--- config.mk ---
export PLATFORM = sky130hd
export DESIGN_NAME = mac_address_text_parser
export DESIGN_NICKNAME = d
export VERILOG_FILES = /design/src/matp_pkg.sv /design/src/mac_address_text_parser.sv
export SDC_FILE = /design/constraint.sdc
export NUM_CORES = 1
export LEC_CHECK = 0
export ABC_AREA = 1
export BUFFER_PORTS_ARGS = -buffer_cell sky130_fd_sc_hd__buf_2
export CAP_MARGIN = 20
export CORE_MARGIN = 2
export CORE_UTILIZATION = 55
export CTS_BUF_LIST = sky130_fd_sc_hd__clkbuf_4 sky130_fd_sc_hd__clkbuf_8
export DETAILED_ROUTE_END_ITERATION = 7
export PLACE_DENSITY = 0.79
export SLEW_MARGIN = 20
export SYNTH_ARGS = -nofsm -noshare
export SYNTH_HDL_FRONTEND = slang
export SYNTH_SLANG_ARGS = --single-unit
--- constraint.sdc ---
create_clock -name clk -period 7.7 [get_ports clk]
set_clock_uncertainty 0.1 [all_clocks]
set_input_delay 1.54 -clock clk [delete_from_list [all_inputs] [get_ports clk]]
set_output_delay 1.54 -clock clk [all_outputs]
set_load 0.005 [all_outputs]
--- src/matp_pkg.sv ---
`default_nettype none

package matp_pkg;

  // number of bytes in one address string
  localparam int unsigned ADDRESS_BYTES = 6;

  // width of the completed byte counter, enough to reach ADDRESS_BYTES
  localparam int unsigned COUNT_W = $clog2(ADDRESS_BYTES + 1);

  localparam int unsigned ADDR_W = 48;

  localparam logic [COUNT_W-1:0] BYTES_FULL = COUNT_W'(ADDRESS_BYTES);

  // character codes
  localparam logic [7:0] CH_0     = 8'h30;
  localparam logic [7:0] CH_9     = 8'h39;
  localparam logic [7:0] CH_LOW_A = 8'h61;
  localparam logic [7:0] CH_LOW_F = 8'h66;
  localparam logic [7:0] CH_UP_A  = 8'h41;
  localparam logic [7:0] CH_UP_F  = 8'h46;
  localparam logic [7:0] CH_COLON = 8'h3a;

  // offsets from character code to digit value
  localparam logic [7:0] OFS_DIGIT = 8'd48;
  localparam logic [7:0] OFS_LOW   = 8'd87;
  localparam logic [7:0] OFS_UP    = 8'd55;

  typedef struct packed {
    logic       is_hex;
    logic [3:0] value;
  } hex_digit_t;

  function automatic hex_digit_t hex_decode(input logic [7:0] c);
    hex_digit_t d;
    logic [7:0] diff;
    d.is_hex = 1'b1;
    diff     = 8'd0;
    if (c >= CH_0 && c <= CH_9) begin
      diff = c - OFS_DIGIT;
    end else if (c >= CH_LOW_A && c <= CH_LOW_F) begin
      diff = c - OFS_LOW;
    end else if (c >= CH_UP_A && c <= CH_UP_F) begin
      diff = c - OFS_UP;
    end else begin
      d.is_hex = 1'b0;
    end
    d.value = diff[3:0];
    return d;
  endfunction

endpackage

`default_nettype wire

--- src/mac_address_text_parser.sv ---
`default_nettype none

// Hardware-address text parser. Feed the address text one ASCII character per
// transaction, with end_of_string set on the last character. Each byte is two
// hex digits (either case), high digit first; one colon may follow any
// complete byte, the last included. The transaction that carries
// end_of_string yields exactly one result: mac_address (first byte in the top
// bits) and status (0 well formed, 1 malformed, in which case mac_address is
// 0); all other characters yield nothing. The parser returns to its start
// after each string. Throughput is one character per clock cycle, save when a
// final character meets a stalled result: the character is captured in an
// input register, decoded and folded into the parse state from there, and a
// final character's result then lands in the output register and is
// offered from there. The output register is the only point where a
// stalled result holds the stream back, and only the final character of the
// next string waits on it; plain characters keep flowing while a result sits
// unclaimed.
module mac_address_text_parser (
  input  wire logic                          clk,
  input  wire logic                          rst,
  // character input channel
  input  wire logic                          in_valid,
  output logic                               in_stall,
  input  wire logic [7:0]                    char_code,
  input  wire logic                          end_of_string,
  // result output channel
  output logic                               out_valid,
  input  wire logic                          out_stall,
  output logic [matp_pkg::ADDR_W-1:0]        mac_address,
  output logic                               status
);

  // input register stage
  logic       s1_valid;
  logic [7:0] s1_char;
  logic       s1_eos;
  logic       s1_go;      // the held character is consumed this cycle
  logic       out_free;   // output register can take a result this cycle

  // parse state
  logic                           expect_low_nibble, expect_low_nibble_next;
  logic [3:0]                     high_nibble, high_nibble_next;
  logic [matp_pkg::COUNT_W-1:0]   bytes_done, bytes_done_next;
  logic                           colon_allowed, colon_allowed_next;
  logic [matp_pkg::ADDR_W-1:0]    address_accumulator, address_accumulator_next;
  logic                           error_seen, error_seen_next;

  logic                           result_ok;
  matp_pkg::hex_digit_t           digit;

  // a result slot frees when empty or when the current result is taken
  assign out_free = !out_valid || !out_stall;
  // plain characters never need the output slot
  assign s1_go    = s1_valid && (!s1_eos || out_free);
  // the input register refills in the same cycle it drains
  assign in_stall = s1_valid && !s1_go;

  always_ff @(posedge clk) begin
    if (rst) begin
      s1_valid <= 1'b0;
    end else if (!in_stall) begin
      s1_valid <= in_valid;
    end
  end

  always_ff @(posedge clk) begin
    if (in_valid && !in_stall) begin
      s1_char <= char_code;
      s1_eos  <= end_of_string;
    end
  end

  // one character step of the parser
  always_comb begin
    digit                    = matp_pkg::hex_decode(s1_char);
    expect_low_nibble_next   = expect_low_nibble;
    high_nibble_next         = high_nibble;
    bytes_done_next          = bytes_done;
    colon_allowed_next       = colon_allowed;
    address_accumulator_next = address_accumulator;
    error_seen_next          = error_seen;
    if (!error_seen) begin
      if (colon_allowed && s1_char == matp_pkg::CH_COLON) begin
        // the single colon after a byte
        colon_allowed_next = 1'b0;
      end else if (!digit.is_hex || bytes_done >= matp_pkg::BYTES_FULL) begin
        // stray character, or a digit after the last byte
        error_seen_next = 1'b1;
      end else if (!expect_low_nibble) begin
        colon_allowed_next     = 1'b0;
        high_nibble_next       = digit.value;
        expect_low_nibble_next = 1'b1;
      end else begin
        // byte complete: shift it in from the low end
        address_accumulator_next = {address_accumulator[matp_pkg::ADDR_W-9:0],
                                    high_nibble, digit.value};
        expect_low_nibble_next   = 1'b0;
        bytes_done_next          = bytes_done + matp_pkg::COUNT_W'(1);
        colon_allowed_next       = 1'b1;
      end
    end
  end

  // text is good only if it stopped after the last byte, with at most one colon behind it
  assign result_ok = !error_seen_next && !expect_low_nibble_next
                     && bytes_done_next == matp_pkg::BYTES_FULL;

  always_ff @(posedge clk) begin
    if (rst) begin
      expect_low_nibble   <= 1'b0;
      high_nibble         <= 4'd0;
      bytes_done          <= '0;
      colon_allowed       <= 1'b0;
      address_accumulator <= '0;
      error_seen          <= 1'b0;
    end else if (s1_go) begin
      if (s1_eos) begin
        // back to the start for the next string
        expect_low_nibble   <= 1'b0;
        high_nibble         <= 4'd0;
        bytes_done          <= '0;
        colon_allowed       <= 1'b0;
        address_accumulator <= '0;
        error_seen          <= 1'b0;
      end else begin
        expect_low_nibble   <= expect_low_nibble_next;
        high_nibble         <= high_nibble_next;
        bytes_done          <= bytes_done_next;
        colon_allowed       <= colon_allowed_next;
        address_accumulator <= address_accumulator_next;
        error_seen          <= error_seen_next;
      end
    end
  end

  // output register
  always_ff @(posedge clk) begin
    if (rst) begin
      out_valid <= 1'b0;
    end else if (out_free) begin
      out_valid <= s1_go && s1_eos;
    end
  end

  always_ff @(posedge clk) begin
    if (out_free && s1_go && s1_eos) begin
      mac_address <= result_ok ? address_accumulator_next : '0;
      status      <= !result_ok;
    end
  end

  // checks

  a_count_in_range: assert property (@(posedge clk) disable iff (rst)
    bytes_done <= matp_pkg::BYTES_FULL)
    else $error("completed byte count past address length");

  a_error_zero_addr: assert property (@(posedge clk) disable iff (rst)
    out_valid && status |-> mac_address == '0)
    else $error("malformed result carries a nonzero address");

  a_colon_after_byte: assert property (@(posedge clk) disable iff (rst)
    expect_low_nibble |-> !colon_allowed)
    else $error("colon allowed in the middle of a byte");

  a_held_char_stays: assert property (@(posedge clk) disable iff (rst)
    s1_valid && !s1_go |=> s1_valid && $stable(s1_char) && $stable(s1_eos))
    else $error("waiting character lost from the input register");

  a_state_cleared: assert property (@(posedge clk) disable iff (rst)
    s1_go && s1_eos |=> bytes_done == '0 && !error_seen && !expect_low_nibble)
    else $error("parser not back at start after a string");

endmodule

`default_nettype wire
Word level (Yosys, flattened, before mapping)
Cells that the tools add are included.

Output and inout port bits: 51. Logic and storage cells: 91. Flip-flop bits (word level): 118.

Add/sub/neg operators: 4. Equal/unequal tests: 7. Order comparisons: 7. Mux-type cells: 35. Reduce and logical (&&, ||, !) cells: 26.

Operators with widths (count): two-way mux 48 bit (5); two-way mux 4 bit (8); two-way mux 1 bit (17); >= comparator 8 x 7 -> 1 bit (second input constant) (2); less-or-equal comparator 8 x 7 -> 1 bit (second input constant) (2); two-way mux 3 bit (5); logical AND 1 bit (12); logical NOT 1 bit (9); == test 8 x 6 -> 1 bit (second input constant) (1); >= comparator 8 x 6 -> 1 bit (second input constant) (1); less-or-equal comparator 8 x 6 -> 1 bit (second input constant) (1); inequality test 2 bit (second input constant) (4); subtractor 4 x 3 -> 4 bit (second input constant) (2); AND reduction 5 bit (1); subtractor 4 x 1 -> 4 bit (second input constant) (1); adder 3 x 1 -> 3 bit (second input constant) (1); == test 3 bit (second input constant) (1); >= comparator 3 bit (second input constant) (1); logical OR 1 bit (3); inequality test 3 bit (second input constant) (1); AND reduction 3 bit (1).

Logic depth before layout (Yosys ltp)
Depth after elaboration: 14. Depth in mapped cells: 15.

Worst setup path after synthesis
OpenSTA, ideal clock, no wires.

Kind: input port to flip-flop. From: in out_stall. To: reg mac_address[0] (netlist bit) (enable). Stages: 7. Library setup time: 0.404 ns. Buffers on the path: 0. Slack: 4.188 ns. Arrival time: 3.008 ns. Cells stage by stage: nand2_1 > inv_1 > nand2_1 > nand2_1 > inv_1 > nand2_1 > inv_1.

Word-level cells in the longest chain between the ends: 6.

Ends and longest elaborated chain: start: declaration (RTL line mac_address_text_parser.sv:28) `input wire logic out_stall,`; logical NOT 1 bit * (RTL line mac_address_text_parser.sv:52) `assign out_free = !out_valid || !out_stall;`; logical OR 1 bit * (RTL line mac_address_text_parser.sv:52); logical OR 1 bit (RTL line mac_address_text_parser.sv:54) `assign s1_go = s1_valid && (!s1_eos || out_free);`; logical AND 1 bit (RTL line mac_address_text_parser.sv:54); logical AND 1 bit * (2 in series) (RTL line mac_address_text_parser.sv:146) `if (out_free && s1_go && s1_eos) begin`; end signal: assignment (RTL line mac_address_text_parser.sv:147) `mac_address <= result_ok ? address_accumulator_next : '0;`; end: declaration (RTL line mac_address_text_parser.sv:29) `output logic [matp_pkg::ADDR_W-1:0] mac_address,`.

Mark *: on every way between the ends. The rest lies on a longest branch, timed or not. A chain may end at the register's enable or synchronous reset.

Worst setup path in the final report
From: in out_stall. To: out in_stall.

Word-level cells in the longest chain between the ends: 6.

Ends and longest elaborated chain: logical NOT 1 bit (RTL line mac_address_text_parser.sv:52); logical OR 1 bit (RTL line mac_address_text_parser.sv:52); logical OR 1 bit (RTL line mac_address_text_parser.sv:54); logical AND 1 bit (RTL line mac_address_text_parser.sv:54); logical NOT 1 bit (RTL line mac_address_text_parser.sv:56) `assign in_stall = s1_valid && !s1_go;`; logical AND 1 bit (RTL line mac_address_text_parser.sv:56); end: declaration (RTL line mac_address_text_parser.sv:23) `output logic in_stall,`.

Every way passes these cells.

==> qor.yml <==
outcome:
  run_status: "complete, no violations"
detailed_routing:
  drt_drc_violations_left: 0
  route.detailed.vias_per_inst: 5.24
  vias: 4310
  post_dr_wirelength_cell_um: 13.1
  antenna_violating_nets_post_route: 0
  detailedRoute.firstPassIterationCount: 5
  detailedRoute.firstIterationViolations: 263
  wirelength_routed_um: 10700
worst_setup_path:
  chain_of_cells_forming_the_critical_path: "buf_2 -> nand2_1 -> inv_1 -> nand3_1 -> inv_1 -> buf_2"
  arrival_ns: 2.04
  largest_delay_share_family_worst_path: "buffers and inverters"
  worstRegToRegCells: 13
  required_ns: 6.06
  worst-path-stages: 6
  critical_path.startpoint_type: "input port"
  timing.reg2reg.setup_slack_ns: 4.48
  crit_path_max_fanout: 3
  crit_path_top_delay_cell: "sky130_fd_sc_hd__buf_2"
  critical_path.max_stage_delay_ns: 0.11
  setup.worst_path.class: "input port to output port"
  worstSetupEndpointType: "output port"
  path_buf_inv: 4
floorplanning:
  floorplan.die_area_sq_um: 10700
  row_count: 36
  die_y_um: 103
  ios: 64
  initial_standard_cell_utilization_of_the_core_pct: 55.9
  chipWidth_um: 103
  floorplan.core_area_sq_um: 9680
logic_synthesis:
  synth_flop_cell: "sky130_fd_sc_hd__dfxtp_1"
  postSynthRegisterBits: 118
  edff_count_synth: 58
  synthDominantCellAreaShare_pct: 32.2
  yosysWarnings: 0
  most_common_cell_in_the_synthesized_netlist: "sky130_fd_sc_hd__nand2_1"
  synth_cells: 629
  yosys.area.top_type: "sky130_fd_sc_hd__edfxtp_1"
  synth.avg_cell_area_sq_um: 8.61
  syn-num-nets: 648
  async_flop_share_pct: 0
  synth-seq-area-share_pct: 54.3
  synth_top_cells_by_count: "147 x sky130_fd_sc_hd__nand2_1, 69 x sky130_fd_sc_hd__inv_1, 60 x sky130_fd_sc_hd__a21oi_1, 60 x sky130_fd_sc_hd__dfxtp_1, 58 x sky130_fd_sc_hd__edfxtp_1"
  synth_cell_area_sq_um: 5420
  synth.area.top_cells: "sky130_fd_sc_hd__edfxtp_1 32%, sky130_fd_sc_hd__dfxtp_1 22%, sky130_fd_sc_hd__nand2_1 10%"
  synth_cell_types: 23
placed_design:
  dpl.hpwl_um: 6640
  placed_cell_area_sq_um: 5740
  port-buffer-count: 63
  gp_congestion: 0.783
final_layout:
  insertedDiodeCount: 0
  final_cell_area_excluding_filler_cells_sq_um: 6160
  finish.net_count: 695
  syn2layout_area_growth_pct: 13.7
  layout-drive-gt1-share_pct: 17.9
sta:
  finalCritPeriodShare_pct: 47.8
  final_max_slew_viol_count: 0
  maxClockFrequency_mhz: 272
  timing.final.crit_period_ns: 3.68
  setup_total_negative_slack_ns: 0
  timing.max_slew.rel_slack_pct: 27.8
  finalSetupViolCount: 0
  grt_setup_unrepaired: "no"
  tightestPinTransition_ns: 1.08
  final-hold-violation-count: 0
clock_tree:
  cts_inserted_buffers: 17
  post_cts_resized: 0
  clock_latency_ns: 0.44
  cts_tree: "built"
  cts_setup_buffers: 0
  clock_pin_transition_on_the_worst_setup_and_hold_timing_paths_ns: 0.07
  clkSinkCount: 118
  cts.htree.levels: 4
  ctsHoldBuffers: 0
  cts-root-buf: "sky130_fd_sc_hd__clkbuf_8"
  clock_path_buffers: 2
power:
  power_density_over_the_cells_nw_per_um2: 206
  maximum_vdd_drop_uv: 129
  power.static_leakage_nw: 2.51
global_route:
  grt_start_max_net_pins: 99
  first_pass_grt_wire_length_um: 17300
  first_global_vias: 3781
  grt_util_all_layers_pct: 21.2
  grt_overflow: 0
  antenna_found_initial: 0
min_path:
  worst_hold_path_type: "flop to flop"
  min_delay_path_depth: 2
run:
  max-cap-violations: 0
[worst paths after layout]
| check | from | end |
|---|---|---|
| setup reg to reg | s1_char[0] | mac_address[14] |
| hold / removal | address_accumulator[46] | address_accumulator[46] |
| hold reg to reg | address_accumulator[46] | address_accumulator[46] |
| setup / recovery | out_stall | in_stall |
[metal layers]
metal / global-route usage (%) / wire length, um
met5: 0 / 0
met4: 6.68 / 100
met3: 6.92 / 531
met2: 34.5 / 5410
met1: 27.1 / 4700
[metrics by stage]
step	util [%]	setup slack (ns)	hold slack (ns)	total power, mW	cells
3_3_place_gp	59.3	4.02	0.351	0.715	789
2_1_floorplan	-	4.19	0.339	0.706	629
5_1_grt	63.6	3.95	0.393	1.31	822
6_report	63.6	4.02	0.373	1.27	822
3_5_place_dp	59.3	3.94	0.363	0.717	789
4_1_cts	63.3	4.01	0.374	1.27	821
[layout make-up]
type / count / area [sq um]
Timing Repair Buffer: 67 / 365
Inverter: 73 / 274
Multi-Input combinational cell: 399 / 2020
Sequential cell: 118 / 2940
Clock buffer: 20 / 256
Clock inverter: 12 / 136
Tap cell: 133 / 166
Fill cell: 798 / 3520
[flip-flops by register name, indices dropped and copies added, names as in the netlist]
signal	count
high_nibble	4
s1_valid	1
s1_eos	1
address_accumulator	48
colon_allowed	1
error_seen	1
status	1
out_valid	1
expect_low_nibble	1
s1_char	8
mac_address	48
bytes_done	3
[cell families (layout without fill, tap and decap cells)]
logic type	after synthesis	after routing	synth area share, %
compound gates	153	153	16.2
fa+ha+maj	6	6	1.39
buf+inv	112	172	8.69
flops	118	118	54.3
simple gates	240	240	19.4
[layout by cell type (no fill, tap or decap), drive strengths merged]
| master | n |
|---|---|
| o21ai | 49 |
| clkbuf | 20 |
| inv | 73 |
| nand3 | 17 |
| buf | 67 |
| clkinv | 9 |
| nor2 | 67 |
| edfxtp | 58 |
| dfxtp | 60 |
| bufinv | 3 |
| nand2 | 150 |
| ha | 6 |
| nand4 | 5 |
| nor3 | 1 |
| a21oi | 60 |
| o211ai | 44 |
[power by group]
group | total (mW) | switching [mW] | internal [mW]
logic | 0.0396 | 0.0295 | 0.0101
registers | 0.665 | 0.00363 | 0.662
clock network | 0.562 | 0.238 | 0.325
total | 1.27 | 0.271 | 0.996
[tightest hold or removal path, cell delays in order, from the launching register on]
cell,delay (ns)
sky130_fd_sc_hd__dfxtp_1,0.31
sky130_fd_sc_hd__nand2_1,0.06
sky130_fd_sc_hd__a21oi_1,0.06
(Power assumes the default switching activity.)
